[src/sv/utf8d_pkg.sv]
// ----------------------------------------------------------------------------
// utf8d_pkg
// Types, constants and helpers shared by the UTF-8 stream decoder modules.
// ----------------------------------------------------------------------------
package utf8d_pkg;

	localparam int UNIT_W = 21;
	localparam int ADDR_W = 3;
	localparam int DATA_W = 32;

	localparam logic [UNIT_W-1:0] REPLACEMENT = 21'h00FFFD;
	localparam logic [UNIT_W-1:0] MAX_SCALAR  = 21'h10FFFF;
	localparam logic [UNIT_W-1:0] SURR_LO     = 21'h00D800;
	localparam logic [UNIT_W-1:0] SURR_HI     = 21'h00DFFF;
	localparam logic [UNIT_W-1:0] BMP_MAX     = 21'h00FFFF;
	localparam logic [UNIT_W-1:0] SUPP_BASE   = 21'h010000;
	localparam logic [UNIT_W-1:0] HIGH_BASE   = 21'h00D800;
	localparam logic [UNIT_W-1:0] LOW_BASE    = 21'h00DC00;
	localparam logic [UNIT_W-1:0] HIGH_LAST   = 21'h00DBFF;

	// register indexes
	localparam logic [0:0] REG_UTF16_OUTPUT = 1'b0;

	typedef struct packed {
		logic [7:0] data_byte;
		logic       end_of_text;
	} in_item_t;

	typedef struct packed {
		logic [UNIT_W-1:0] unit_value;
		logic              last_of_run;
	} out_item_t;

	// open sequence state
	typedef struct packed {
		logic [UNIT_W-1:0] partial_code;
		logic [1:0]        bytes_expected;
		logic [1:0]        bytes_received;
	} dec_state_t;

	// up to two result units for one byte
	typedef struct packed {
		logic [1:0] count;
		out_item_t  unit0;
		out_item_t  unit1;
	} dec_res_t;

	// smallest legal value for a sequence with the given continuation count
	function automatic logic [UNIT_W-1:0] seq_floor(input logic [1:0] need);
		logic [UNIT_W-1:0] f;
		case (need)
			2'd1: f = 21'h000080;
			2'd2: f = 21'h000800;
			2'd3: f = 21'h010000;
			default: f = '0;
		endcase
		return f;
	endfunction

endpackage

[src/sv/utf8d_decode.sv]
// ----------------------------------------------------------------------------
// utf8d_decode
// Combinational decode of one byte against the open sequence state.
// ----------------------------------------------------------------------------
module utf8d_decode (
	input  utf8d_pkg::in_item_t   item,
	input  utf8d_pkg::dec_state_t st,
	input  logic                  utf16_mode,
	output utf8d_pkg::dec_res_t   res,
	output utf8d_pkg::dec_state_t nxt
);

	logic [1:0]                   need;
	logic [7:0]                   b;
	logic                         fin;
	logic                         beg_emit;
	logic [utf8d_pkg::UNIT_W-1:0] beg_unit;
	utf8d_pkg::dec_state_t        beg_state;
	utf8d_pkg::dec_state_t        closed;
	logic [utf8d_pkg::UNIT_W-1:0] new_part;
	logic [1:0]                   new_rcv;
	logic [utf8d_pkg::UNIT_W-1:0] cp_raw;
	logic [utf8d_pkg::UNIT_W-1:0] cp;
	logic [utf8d_pkg::UNIT_W-1:0] v;
	logic [utf8d_pkg::UNIT_W-1:0] hi_unit;
	logic [utf8d_pkg::UNIT_W-1:0] lo_unit;
	logic                         split;

	assign b      = item.data_byte;
	assign fin    = item.end_of_text;
	assign closed = '0;

	// lead byte classification
	always_comb begin
		if (b >= 8'hC2 && b <= 8'hDF) begin
			need = 2'd1;
		end else if (b >= 8'hE0 && b <= 8'hEF) begin
			need = 2'd2;
		end else if (b >= 8'hF0 && b <= 8'hF4) begin
			need = 2'd3;
		end else begin
			need = 2'd0;
		end
	end

	// decode as a fresh byte with no sequence open
	always_comb begin
		beg_state = closed;
		beg_emit  = 1'b1;
		beg_unit  = utf8d_pkg::REPLACEMENT;
		if (b[7] == 1'b0) begin
			beg_unit = {13'd0, b};
		end else if (need != 2'd0 && !fin) begin
			beg_emit                 = 1'b0;
			beg_state.bytes_expected = need;
			case (need)
				2'd1: beg_state.partial_code = {16'd0, b[4:0]};
				2'd2: beg_state.partial_code = {17'd0, b[3:0]};
				default: beg_state.partial_code = {18'd0, b[2:0]};
			endcase
		end
	end

	// continuation path and scalar check
	assign new_part = {st.partial_code[14:0], b[5:0]};
	assign new_rcv  = st.bytes_received + 2'd1;
	assign cp_raw   = (new_part < utf8d_pkg::seq_floor(st.bytes_expected))
		? utf8d_pkg::REPLACEMENT : new_part;
	assign cp = (cp_raw > utf8d_pkg::MAX_SCALAR ||
		(cp_raw >= utf8d_pkg::SURR_LO && cp_raw <= utf8d_pkg::SURR_HI))
		? utf8d_pkg::REPLACEMENT : cp_raw;
	assign v       = cp - utf8d_pkg::SUPP_BASE;
	assign hi_unit = utf8d_pkg::HIGH_BASE + {11'd0, v[19:10]};
	assign lo_unit = utf8d_pkg::LOW_BASE + {11'd0, v[9:0]};
	assign split   = utf16_mode && (cp > utf8d_pkg::BMP_MAX);

	// select results and next state
	always_comb begin
		res = '0;
		nxt = st;
		if (st.bytes_expected == 2'd0) begin
			res.count            = {1'b0, beg_emit};
			res.unit0.unit_value = beg_unit;
			nxt                  = beg_state;
		end else if (b[7:6] == 2'b10) begin
			if (new_rcv >= st.bytes_expected) begin
				nxt = closed;
				if (split) begin
					res.count            = 2'd2;
					res.unit0.unit_value = hi_unit;
					res.unit1.unit_value = lo_unit;
				end else begin
					res.count            = 2'd1;
					res.unit0.unit_value = cp;
				end
			end else if (fin) begin
				nxt                  = closed;
				res.count            = 2'd1;
				res.unit0.unit_value = utf8d_pkg::REPLACEMENT;
			end else begin
				nxt.partial_code   = new_part;
				nxt.bytes_received = new_rcv;
			end
		end else begin
			// broken sequence: replacement, then the byte afresh
			res.unit0.unit_value = utf8d_pkg::REPLACEMENT;
			res.unit1.unit_value = beg_unit;
			res.count            = beg_emit ? 2'd2 : 2'd1;
			nxt                  = beg_state;
		end
		res.unit0.last_of_run = (res.count == 2'd1);
		res.unit1.last_of_run = (res.count == 2'd2);
	end

endmodule

[src/sv/utf8d_outq.sv]
// ----------------------------------------------------------------------------
// utf8d_outq
// Two-slot result register that hands out the units of one byte in order.
// ----------------------------------------------------------------------------
module utf8d_outq (
	input  logic                 clk,
	input  logic                 arst_n,
	input  logic                 load,
	input  utf8d_pkg::dec_res_t  res,
	input  logic                 unit_stall,
	output logic                 load_ok,
	output logic                 unit_valid,
	output utf8d_pkg::out_item_t unit_item
);

	logic [1:0]           cnt_q;
	utf8d_pkg::out_item_t slot0_q;
	utf8d_pkg::out_item_t slot1_q;
	logic                 pop;

	assign unit_valid = (cnt_q != 2'd0);
	assign unit_item  = slot0_q;
	assign pop        = unit_valid && !unit_stall;
	// a new byte's units go in only once the buffer drains this cycle
	assign load_ok    = (cnt_q == 2'd0) || (cnt_q == 2'd1 && pop);

	// occupancy
	always_ff @(posedge clk or negedge arst_n) begin
		if (!arst_n) begin
			cnt_q <= 2'd0;
		end else if (load) begin
			cnt_q <= res.count;
		end else if (pop) begin
			cnt_q <= cnt_q - 2'd1;
		end
	end

	// slot payload
	always_ff @(posedge clk) begin
		if (load) begin
			slot0_q <= res.unit0;
			slot1_q <= res.unit1;
		end else if (pop) begin
			slot0_q <= slot1_q;
		end
	end

endmodule

[src/sv/utf8_stream_decoder_top.sv]
// ----------------------------------------------------------------------------
// utf8_stream_decoder_top
// Path: an accepted byte waits in the input register, then its units are loaded into
// the two-slot result register, which shows the first. Throughput: one byte per cycle
// while the output does not stall; a byte giving two units holds the input while it drains.
// Reset: no sequence open, result register empty, utf16_output set to 1.
// Decodes a UTF-8 byte stream into code points or UTF-16 code units.
// ----------------------------------------------------------------------------
module utf8_stream_decoder_top (
	input  logic                            clk,
	input  logic                            arst_n,
	input  logic                            byte_valid,
	output logic                            byte_stall,
	input  utf8d_pkg::in_item_t             byte_item,
	output logic                            unit_valid,
	input  logic                            unit_stall,
	output utf8d_pkg::out_item_t            unit_item,
	input  logic                            psel,
	input  logic                            penable,
	input  logic                            pwrite,
	input  logic [utf8d_pkg::ADDR_W-1:0]    paddr,
	input  logic [utf8d_pkg::DATA_W-1:0]    pwdata,
	output logic [utf8d_pkg::DATA_W-1:0]    prdata,
	output logic                            pready
);

	utf8d_pkg::in_item_t   item_s1;
	logic                  vld_s1;
	utf8d_pkg::dec_state_t st_q;
	utf8d_pkg::dec_state_t st_nxt;
	utf8d_pkg::dec_res_t   res;
	logic                  mode_q;
	logic                  load_ok;
	logic                  load;
	logic                  take;

	assign pready     = 1'b1;
	assign load       = vld_s1 && load_ok;
	assign byte_stall = vld_s1 && !load_ok;
	assign take       = byte_valid && !byte_stall;

	// mode register
	always_ff @(posedge clk or negedge arst_n) begin
		if (!arst_n) begin
			mode_q <= 1'b1;
		end else if (psel && penable && pwrite &&
			paddr[utf8d_pkg::ADDR_W-1] == utf8d_pkg::REG_UTF16_OUTPUT) begin
			mode_q <= pwdata[0];
		end
	end

	// register readback
	always_comb begin
		prdata = '0;
		if (paddr[utf8d_pkg::ADDR_W-1] == utf8d_pkg::REG_UTF16_OUTPUT) begin
			prdata[0] = mode_q;
		end
	end

	// input register valid
	always_ff @(posedge clk or negedge arst_n) begin
		if (!arst_n) begin
			vld_s1 <= 1'b0;
		end else if (take) begin
			vld_s1 <= 1'b1;
		end else if (load) begin
			vld_s1 <= 1'b0;
		end
	end

	// input register payload
	always_ff @(posedge clk) begin
		if (take) begin
			item_s1 <= byte_item;
		end
	end

	// sequence state advances as each byte is decoded
	always_ff @(posedge clk or negedge arst_n) begin
		if (!arst_n) begin
			st_q <= '0;
		end else if (load) begin
			st_q <= st_nxt;
		end
	end

	utf8d_decode u_decode (
		.item       (item_s1),
		.st         (st_q),
		.utf16_mode (mode_q),
		.res        (res),
		.nxt        (st_nxt)
	);

	utf8d_outq u_outq (
		.clk        (clk),
		.arst_n     (arst_n),
		.load       (load),
		.res        (res),
		.unit_stall (unit_stall),
		.load_ok    (load_ok),
		.unit_valid (unit_valid),
		.unit_item  (unit_item)
	);

endmodule

[config.mk]
export PLATFORM = sky130hd
export DESIGN_NAME = utf8_stream_decoder_top
export DESIGN_NICKNAME = d
export VERILOG_FILES = /design/src/sv/utf8d_pkg.sv /design/src/sv/utf8d_decode.sv /design/src/sv/utf8d_outq.sv /design/src/sv/utf8_stream_decoder_top.sv
export SDC_FILE = /design/constraint.sdc
export NUM_CORES = 1
export LEC_CHECK = 0
export ABC_AREA = 1
export BUFFER_PORTS_ARGS = -buffer_cell sky130_fd_sc_hd__buf_2
export CORE_ASPECT_RATIO = 0.5
export CORE_MARGIN = 2
export CORE_UTILIZATION = 45
export DETAILED_ROUTE_END_ITERATION = 16
export PLACE_DENSITY_LB_ADDON = 0.12
export SLEW_MARGIN = 20
export SYNTH_ARGS = -nofsm -noshare
export SYNTH_HDL_FRONTEND = slang
export SYNTH_SLANG_ARGS = --single-unit
[constraint.sdc]
create_clock -name clk -period 9 [get_ports clk]
set_input_delay 2.7 -clock clk [delete_from_list [all_inputs] [get_ports clk]]
set_output_delay 2.7 -clock clk [all_outputs]
set_load 0.1 [all_outputs]
After elaboration in Yosys (flattened, before gate mapping)
Cells that the tools add are included.
{"block": "word_totals", "in_bits": 51, "output_inout_bits": 57, "wordCells": 101, "reg_bits": 76}
{"block": "classes", "addsub": 5, "reduce_logical": 27, "n_eq_ne": 10, "mux": 34, "magnitude_cmp": 12, "bitwise_logic": 1}
{"cell": "two-way mux 21 bit", "count": 5}
{"cell": "two-way mux 23 bit", "count": 4}
{"cell": "two-way mux 22 bit", "count": 3}
{"cell": "two-way mux 19 bit", "count": 3}
{"cell": "case mux 17 bit (3 select lines)", "count": 1}
{"cell": "adder 16 x 10 -> 17 bit (first input constant)", "count": 2}
{"cell": "greater-or-equal comparator 8 bit (second input constant)", "count": 3}
{"cell": "less-or-equal comparator 8 bit (second input constant)", "count": 3}
{"cell": "greater-or-equal comparator 21 x 16 -> 1 bit (second input constant)", "count": 1}
{"cell": "greater-than comparator 21 x 16 -> 1 bit (second input constant)", "count": 1}
{"cell": "greater-than comparator 21 bit (second input constant)", "count": 1}
{"cell": "less-or-equal comparator 21 x 16 -> 1 bit (second input constant)", "count": 1}
{"cell": "less-than comparator 21 x 17 -> 1 bit", "count": 1}
{"cell": "subtractor 20 x 17 -> 20 bit (second input constant)", "count": 1}
{"cell": "two-way mux 17 bit", "count": 1}
{"cell": "two-way mux 16 bit", "count": 1}
{"cell": "two-way mux 2 bit", "count": 8}
{"cell": "two-way mux 15 bit", "count": 1}
{"cell": "logical AND 1 bit", "count": 14}
{"cell": "equality test 2 bit (second input constant)", "count": 5}
{"cell": "case mux 5 bit (2 select lines)", "count": 1}
{"cell": "equality test 2 x 1 -> 1 bit (second input constant)", "count": 4}
{"cell": "nonzero test 2 bit", "count": 4}
{"cell": "two-way mux 7 bit", "count": 1}
{"cell": "other kinds (10)", "count": 19}

Longest topological paths before layout
{"block": "logic_depth", "word_depth": 16, "mapped_depth": 29, "ltp_nobuf": 28}

Hierarchy
Synthesis repeated with hierarchy kept, for this count alone.
{"block": "hier_totals", "cells_unflattened": 654, "hier_area_um2": 5182.5}
{"module": "utf8d_decode", "n_inst": 1, "seq_area_each_um2": 0.0, "cells_each": 349, "area_each_um2": 1815.5}
{"module": "utf8d_outq", "n_inst": 1, "seq_area_each_um2": 1371.3, "cells_each": 138, "area_each_um2": 1774.2}
{"module": "utf8_stream_decoder_top", "n_inst": 1, "seq_area_each_um2": 947.2, "cells_each": 167, "area_each_um2": 1592.8}

Worst setup path before layout
OpenSTA, ideal clock, no wires.
{"block": "synth_path", "kind": "input to output", "start": "input port paddr[2] (netlist bit)", "end": "output port prdata[0] (netlist bit)", "path_buffers": 0, "t_required_ps": 6300, "stages": 1, "arrival_time_ps": 3953, "path_slack_ps": 2347, "cell_sequence": "nor2_1"}
{"block": "synth_via", "elab_chain_cells": 1}
{"element": "start, declared", "line_no": "utf8_stream_decoder_top.sv:21", "source": "input logic [utf8d_pkg::ADDR_W-1:0] paddr,"}
{"element": "two-way mux 1 bit", "line_no": "utf8_stream_decoder_top.sv:55", "source": "if (paddr[utf8d_pkg::ADDR_W-1] == utf8d_pkg::REG_UTF16_OUTPUT) begin"}
{"element": "end, declared", "line_no": "utf8_stream_decoder_top.sv:23", "source": "output logic [utf8d_pkg::DATA_W-1:0] prdata,"}
No other way between the ends.

Worst setup path in the final report
{"block": "layout_path", "start": "input port unit_stall", "end": "output port byte_stall"}
{"block": "layout_via", "elab_chain_cells": 6}
{"element": "start, declared", "line_no": "utf8_stream_decoder_top.sv:16", "source": "input logic unit_stall,"}
{"element": "zero test 1 bit", "line_no": "utf8d_outq.sv:23", "source": "assign pop = unit_valid && !unit_stall;"}
{"element": "logical AND 1 bit", "line_no": "utf8d_outq.sv:23"}
{"element": "logical AND 1 bit", "line_no": "utf8d_outq.sv:25", "source": "assign load_ok = (cnt_q == 2'd0) || (cnt_q == 2'd1 && pop);"}
{"element": "logical OR 1 bit", "line_no": "utf8d_outq.sv:25"}
{"element": "zero test 1 bit", "line_no": "utf8_stream_decoder_top.sv:39", "source": "assign byte_stall = vld_s1 && !load_ok;"}
{"element": "logical AND 1 bit", "line_no": "utf8_stream_decoder_top.sv:39"}
{"element": "end, declared", "line_no": "utf8_stream_decoder_top.sv:13", "source": "output logic byte_stall,"}
No other way between the ends.

==> run_summary.xml <==
<?xml version="1.0" encoding="UTF-8"?>
<metrics>
  <group name="worst_setup_path">
    <metric name="critPathRequiredTime" unit="ns">6.30</metric>
    <metric name="timing.critical_path.from_type" unit="">input port</metric>
    <metric name="end_kind" unit="">output port</metric>
    <metric name="critPathMaxFanout" unit="">3</metric>
    <metric name="critPathArrivalTime" unit="ns">3.71</metric>
    <metric name="timing.rr.start" unit="">st_q[14]$_DFFE_PN0P_</metric>
    <metric name="critPathLaunch" unit="">unit_stall</metric>
    <metric name="crit_path_kind" unit="">input port to output port</metric>
  </group>
  <group name="clock_tree">
    <metric name="cts_sinks" unit="">67</metric>
    <metric name="cts_buffer_depth" unit="">2</metric>
    <metric name="cts-hold-fix-buffers" unit="">0</metric>
    <metric name="cts_resized" unit="">0</metric>
    <metric name="insertion_delay" unit="ns">0.33</metric>
    <metric name="htreeDepth" unit="">3</metric>
    <metric name="tritoncts.num_buffers" unit="">9</metric>
    <metric name="cts_tree" unit="">done</metric>
    <metric name="postcts_setup_bufs" unit="">0</metric>
    <metric name="clk_pin_slew_worst_paths" unit="ns">0.05</metric>
    <metric name="clock_tree_root_driver_cell" unit="">sky130_fd_sc_hd__clkbuf_16</metric>
  </group>
  <group name="power">
    <metric name="powerDensity" unit="nW/um^2">421</metric>
    <metric name="power_switching_share" unit="%">53.8</metric>
    <metric name="share_comb_of_total_power" unit="%">55.2</metric>
    <metric name="leakage" unit="nW">2.17</metric>
    <metric name="post-layout-total-power" unit="mW">1.94</metric>
    <metric name="ir_drop" unit="mV">0.305</metric>
    <metric name="sequentialPowerShare" unit="%">27.3</metric>
    <metric name="power.share.clock" unit="%">17.5</metric>
    <metric name="total_switching_power" unit="mW">1.04</metric>
    <metric name="p_int" unit="uW">895</metric>
  </group>
  <group name="placed_design">
    <metric name="gp_congestion" unit="">1.00</metric>
    <metric name="detail_placement_hpwl" unit="mm">7.38</metric>
    <metric name="preCtsSetupSlack" unit="ns">2.62</metric>
    <metric name="dpl.cell_count" unit="">642</metric>
    <metric name="placement.io_buffers" unit="">42</metric>
  </group>
  <group name="synthesis">
    <metric name="postSynth.asyncResetShare" unit="%">34.3</metric>
    <metric name="synth_edf_count" unit="">44</metric>
    <metric name="synth.top_cells.by_area" unit="">sky130_fd_sc_hd__edfxtp_1 (32%), sky130_fd_sc_hd__dfrtp_1 (13%), sky130_fd_sc_hd__nand2_1 (9.8%), sky130_fd_sc_hd__buf_4 (6.0%), sky130_fd_sc_hd__inv_1 (5.1%)</metric>
    <metric name="postSynthCellCount" unit="">496</metric>
    <metric name="avgSynthCellArea" unit="um^2">8.34</metric>
    <metric name="ys_ff_latch" unit="">67</metric>
    <metric name="dominant_cell_type_by_area_after_synthesis" unit="">sky130_fd_sc_hd__edfxtp_1</metric>
    <metric name="syn_area" unit="um^2">4140</metric>
    <metric name="ys_seq_area_share" unit="%">45.9</metric>
    <metric name="synth_top_flop_cell" unit="">sky130_fd_sc_hd__edfxtp_1</metric>
    <metric name="number_of_warnings_printed_during_yosys_synthesis" unit="">0</metric>
    <metric name="yosys.area.top_type_share" unit="%">32.0</metric>
    <metric name="netlist-cell-type-count" unit="">40</metric>
  </group>
  <group name="route">
    <metric name="wl_met2" unit="mm">3.70</metric>
    <metric name="drt_first_iter_violations" unit="">271</metric>
    <metric name="drtPass1Iterations" unit="">7</metric>
    <metric name="ant_nets" unit="">0</metric>
    <metric name="dr_wl_met3" unit="um">863</metric>
    <metric name="drt-vias-per-instance" unit="">5.12</metric>
    <metric name="wl_met1" unit="mm">5.05</metric>
    <metric name="routed.top_layer" unit="">met4</metric>
    <metric name="drt-total-wl" unit="mm">9.71</metric>
    <metric name="dr_total_vias" unit="">3367</metric>
    <metric name="drc" unit="">0</metric>
    <metric name="wire_per_inst" unit="um">14.8</metric>
  </group>
  <group name="status">
    <metric name="run_status" unit="">completed</metric>
  </group>
  <group name="global_routing">
    <metric name="grt_overflow_total" unit="">0</metric>
    <metric name="grtUsageTotal" unit="%">20.9</metric>
    <metric name="grt_first_pass_wirelength" unit="mm">16.0</metric>
    <metric name="grt_antenna_before_repair" unit="">0</metric>
    <metric name="grt_start_max_net_pins" unit="">41</metric>
    <metric name="grt_pass1_vias" unit="">3098</metric>
  </group>
  <group name="die">
    <metric name="die_w" unit="um">140</metric>
    <metric name="chipHeight" unit="um">71.8</metric>
    <metric name="core_area" unit="um^2">8830</metric>
    <metric name="die_area" unit="um^2">10000</metric>
    <metric name="row_count" unit="">24</metric>
    <metric name="ioPinCount" unit="">108</metric>
    <metric name="initial_utilization" unit="%">46.8</metric>
  </group>
  <group name="timing">
    <metric name="tightest_slew" unit="ns">0.850</metric>
    <metric name="setup_viol" unit="">0</metric>
    <metric name="finalHoldViolCount" unit="">0</metric>
    <metric name="final-max-slew-violation-count" unit="">0</metric>
    <metric name="fin_hold_ws" unit="ns">0.519</metric>
    <metric name="skew" unit="ns">0.00424</metric>
    <metric name="final_period_minus_worst_setup_slack" unit="ns">6.41</metric>
    <metric name="worst_slack" unit="ns">2.59</metric>
    <metric name="grt_setup_unrepaired" unit="">no</metric>
    <metric name="max_freq" unit="MHz">156</metric>
    <metric name="timing.max_slew.rel_slack" unit="%">43.3</metric>
    <metric name="min_period_over_period" unit="%">71.2</metric>
    <metric name="setup_tns" unit="ns">0</metric>
  </group>
  <group name="run">
    <metric name="maxCapViolCount" unit="">0</metric>
  </group>
  <group name="layout">
    <metric name="antenna-diode-count" unit="">0</metric>
    <metric name="share_of_post_route_cells_with_drive_strength_above_1" unit="%">18.9</metric>
    <metric name="net_total_in_the_final_layout" unit="">595</metric>
    <metric name="syn2layout_area_growth" unit="%">11.3</metric>
    <metric name="finish.cell_count_without_fillers" unit="">658</metric>
  </group>
  <group name="worst_hold_path">
    <metric name="hp-start" unit="">st_q[1]$_DFFE_PN0P_</metric>
    <metric name="min_path_type" unit="">flip-flop to flip-flop</metric>
  </group>
</metrics>
cells by family (layout without fill, tap and decap cells):
logic type      count (synthesis)  count (layout)  share of synthesized area [%]
xor+xnor                        3               3                          0.636
other cells                     2              32                          0.182
fa+ha+maj                       8               8                           2.42
simple gates                  226             226                           26.2
buf+inv                       109             124                           13.6
compound gates                 81              81                           11.0
flops                          67              67                           45.9
state kept, by name (all words and copies together) (netlist names):
signal,count
u_outq.cnt_q,2
u_outq.unit_item,22
mode_q,1
st_q,19
vld_s1,1
u_outq.slot1_q,13
item_s1,9
stage by stage:
stage | instance area, um^2 | utilization (%)
floorplan | 4250 | -
global placement | 4300 | 48.8
finish | 4600 | 52.1
global route | 4600 | 52.1
detailed placement | 4300 | 48.8
CTS | 4590 | 52.0
worst paths after layout:
path | endpoint | slack, ns | cells past startpoint
max | byte_stall | 2.59 | 6
min | st_q[1]$_DFFE_PN0P_ | 0.52 | 2
max reg2reg | u_outq.unit_item[15]$_DFFE_PP_ | 4.95 | 20
min reg2reg | st_q[1]$_DFFE_PN0P_ | 0.52 | 2
max in group asynchronous | mode_q$_DFFE_PN1P_ | 6.28 | 1
min in group asynchronous | st_q[14]$_DFFE_PN0P_ | 2.35 | 1
power by group through the flow:
stage               Combinational (mW)  Clock, mW  Sequential, mW
CTS                               1.06      0.347           0.530
global route                      1.15      0.361           0.541
detailed placement                1.06          0           0.535
finish                            1.07      0.339           0.529
global placement                  1.06          0           0.534
floorplan                        0.510          0           0.902
layout by cell type (no fill, tap or decap), types with 2 or more instances in the layout:
cell / synthesis / routed
sky130_fd_sc_hd__a21oi_1: 23 / 23
sky130_fd_sc_hd__a31oi_1: 3 / 3
sky130_fd_sc_hd__buf_2: 2 / 42
sky130_fd_sc_hd__buf_4: 33 / 2
sky130_fd_sc_hd__clkbuf_1: 7 / 3
sky130_fd_sc_hd__clkbuf_16: 0 / 9
sky130_fd_sc_hd__clkinv_2: 1 / 2
sky130_fd_sc_hd__conb_1: 2 / 32
sky130_fd_sc_hd__dfrtp_1: 22 / 22
sky130_fd_sc_hd__edfxtp_1: 44 / 44
sky130_fd_sc_hd__ha_1: 8 / 8
sky130_fd_sc_hd__inv_1: 56 / 56
sky130_fd_sc_hd__inv_2: 7 / 7
sky130_fd_sc_hd__nand2_1: 108 / 108
sky130_fd_sc_hd__nand2_2: 8 / 8
sky130_fd_sc_hd__nand2_4: 3 / 3
sky130_fd_sc_hd__nand3_1: 21 / 21
sky130_fd_sc_hd__nand3_2: 7 / 7
sky130_fd_sc_hd__nand3_4: 2 / 2
sky130_fd_sc_hd__nand4_1: 8 / 8
sky130_fd_sc_hd__nand4_2: 2 / 2
sky130_fd_sc_hd__nor2_1: 52 / 51
sky130_fd_sc_hd__nor2_2: 5 / 6
sky130_fd_sc_hd__nor2_4: 3 / 3
sky130_fd_sc_hd__nor3_1: 3 / 3
sky130_fd_sc_hd__nor3_2: 2 / 2
sky130_fd_sc_hd__o211ai_1: 5 / 5
sky130_fd_sc_hd__o21ai_0: 26 / 25
sky130_fd_sc_hd__o21ai_1: 9 / 9
sky130_fd_sc_hd__o21ai_2: 3 / 3
sky130_fd_sc_hd__o22ai_1: 8 / 8
sky130_fd_sc_hd__o32ai_1: 2 / 2
sky130_fd_sc_hd__xnor2_1: 2 / 2
routing by layer:
layer | vias to the layer above | global-route usage [%]
met5 | - | 0
met4 | 0 | 4.67
li1 | 1656 | -
met2 | 135 | 28.8
met3 | 9 | 6.02
met1 | 1567 | 32.4
critical path, stage by stage:
cell	delay, ns
sky130_fd_sc_hd__buf_2	0.12
sky130_fd_sc_hd__nor2_1	0.07
sky130_fd_sc_hd__a21oi_1	0.21
sky130_fd_sc_hd__nand2_1	0.12
sky130_fd_sc_hd__inv_1	0.06
sky130_fd_sc_hd__buf_2	0.41
cell usage after synthesis, types with 3 or more instances:
master / n
sky130_fd_sc_hd__buf_4: 33
sky130_fd_sc_hd__a31oi_1: 3
sky130_fd_sc_hd__a21oi_1: 23
sky130_fd_sc_hd__ha_1: 8
sky130_fd_sc_hd__nand3_2: 7
sky130_fd_sc_hd__o21ai_0: 26
sky130_fd_sc_hd__nor3_1: 3
sky130_fd_sc_hd__nor2_2: 5
sky130_fd_sc_hd__o22ai_1: 8
sky130_fd_sc_hd__dfrtp_1: 22
sky130_fd_sc_hd__inv_2: 7
sky130_fd_sc_hd__nand2_2: 8
sky130_fd_sc_hd__nand4_1: 8
sky130_fd_sc_hd__nand3_1: 21
sky130_fd_sc_hd__nand2_1: 108
sky130_fd_sc_hd__o211ai_1: 5
sky130_fd_sc_hd__inv_1: 56
sky130_fd_sc_hd__clkbuf_1: 7
sky130_fd_sc_hd__o21ai_2: 3
sky130_fd_sc_hd__nand2_4: 3
sky130_fd_sc_hd__nor2_4: 3
sky130_fd_sc_hd__nor2_1: 52
sky130_fd_sc_hd__o21ai_1: 9
sky130_fd_sc_hd__edfxtp_1: 44
layout make-up:
| cell class | count | area (um^2) |
|---|---|---|
| Clock inverter | 3 | 38.8 |
| Timing Repair Buffer | 44 | 225 |
| Multi-Input combinational cell | 350 | 1800 |
| Clock buffer | 13 | 250 |
| Sequential cell | 67 | 1900 |
| Fill cell | 886 | 4230 |
| Tap cell | 117 | 146 |
| Inverter | 64 | 241 |
No activity file was read; power rests on OpenSTA's default activity.
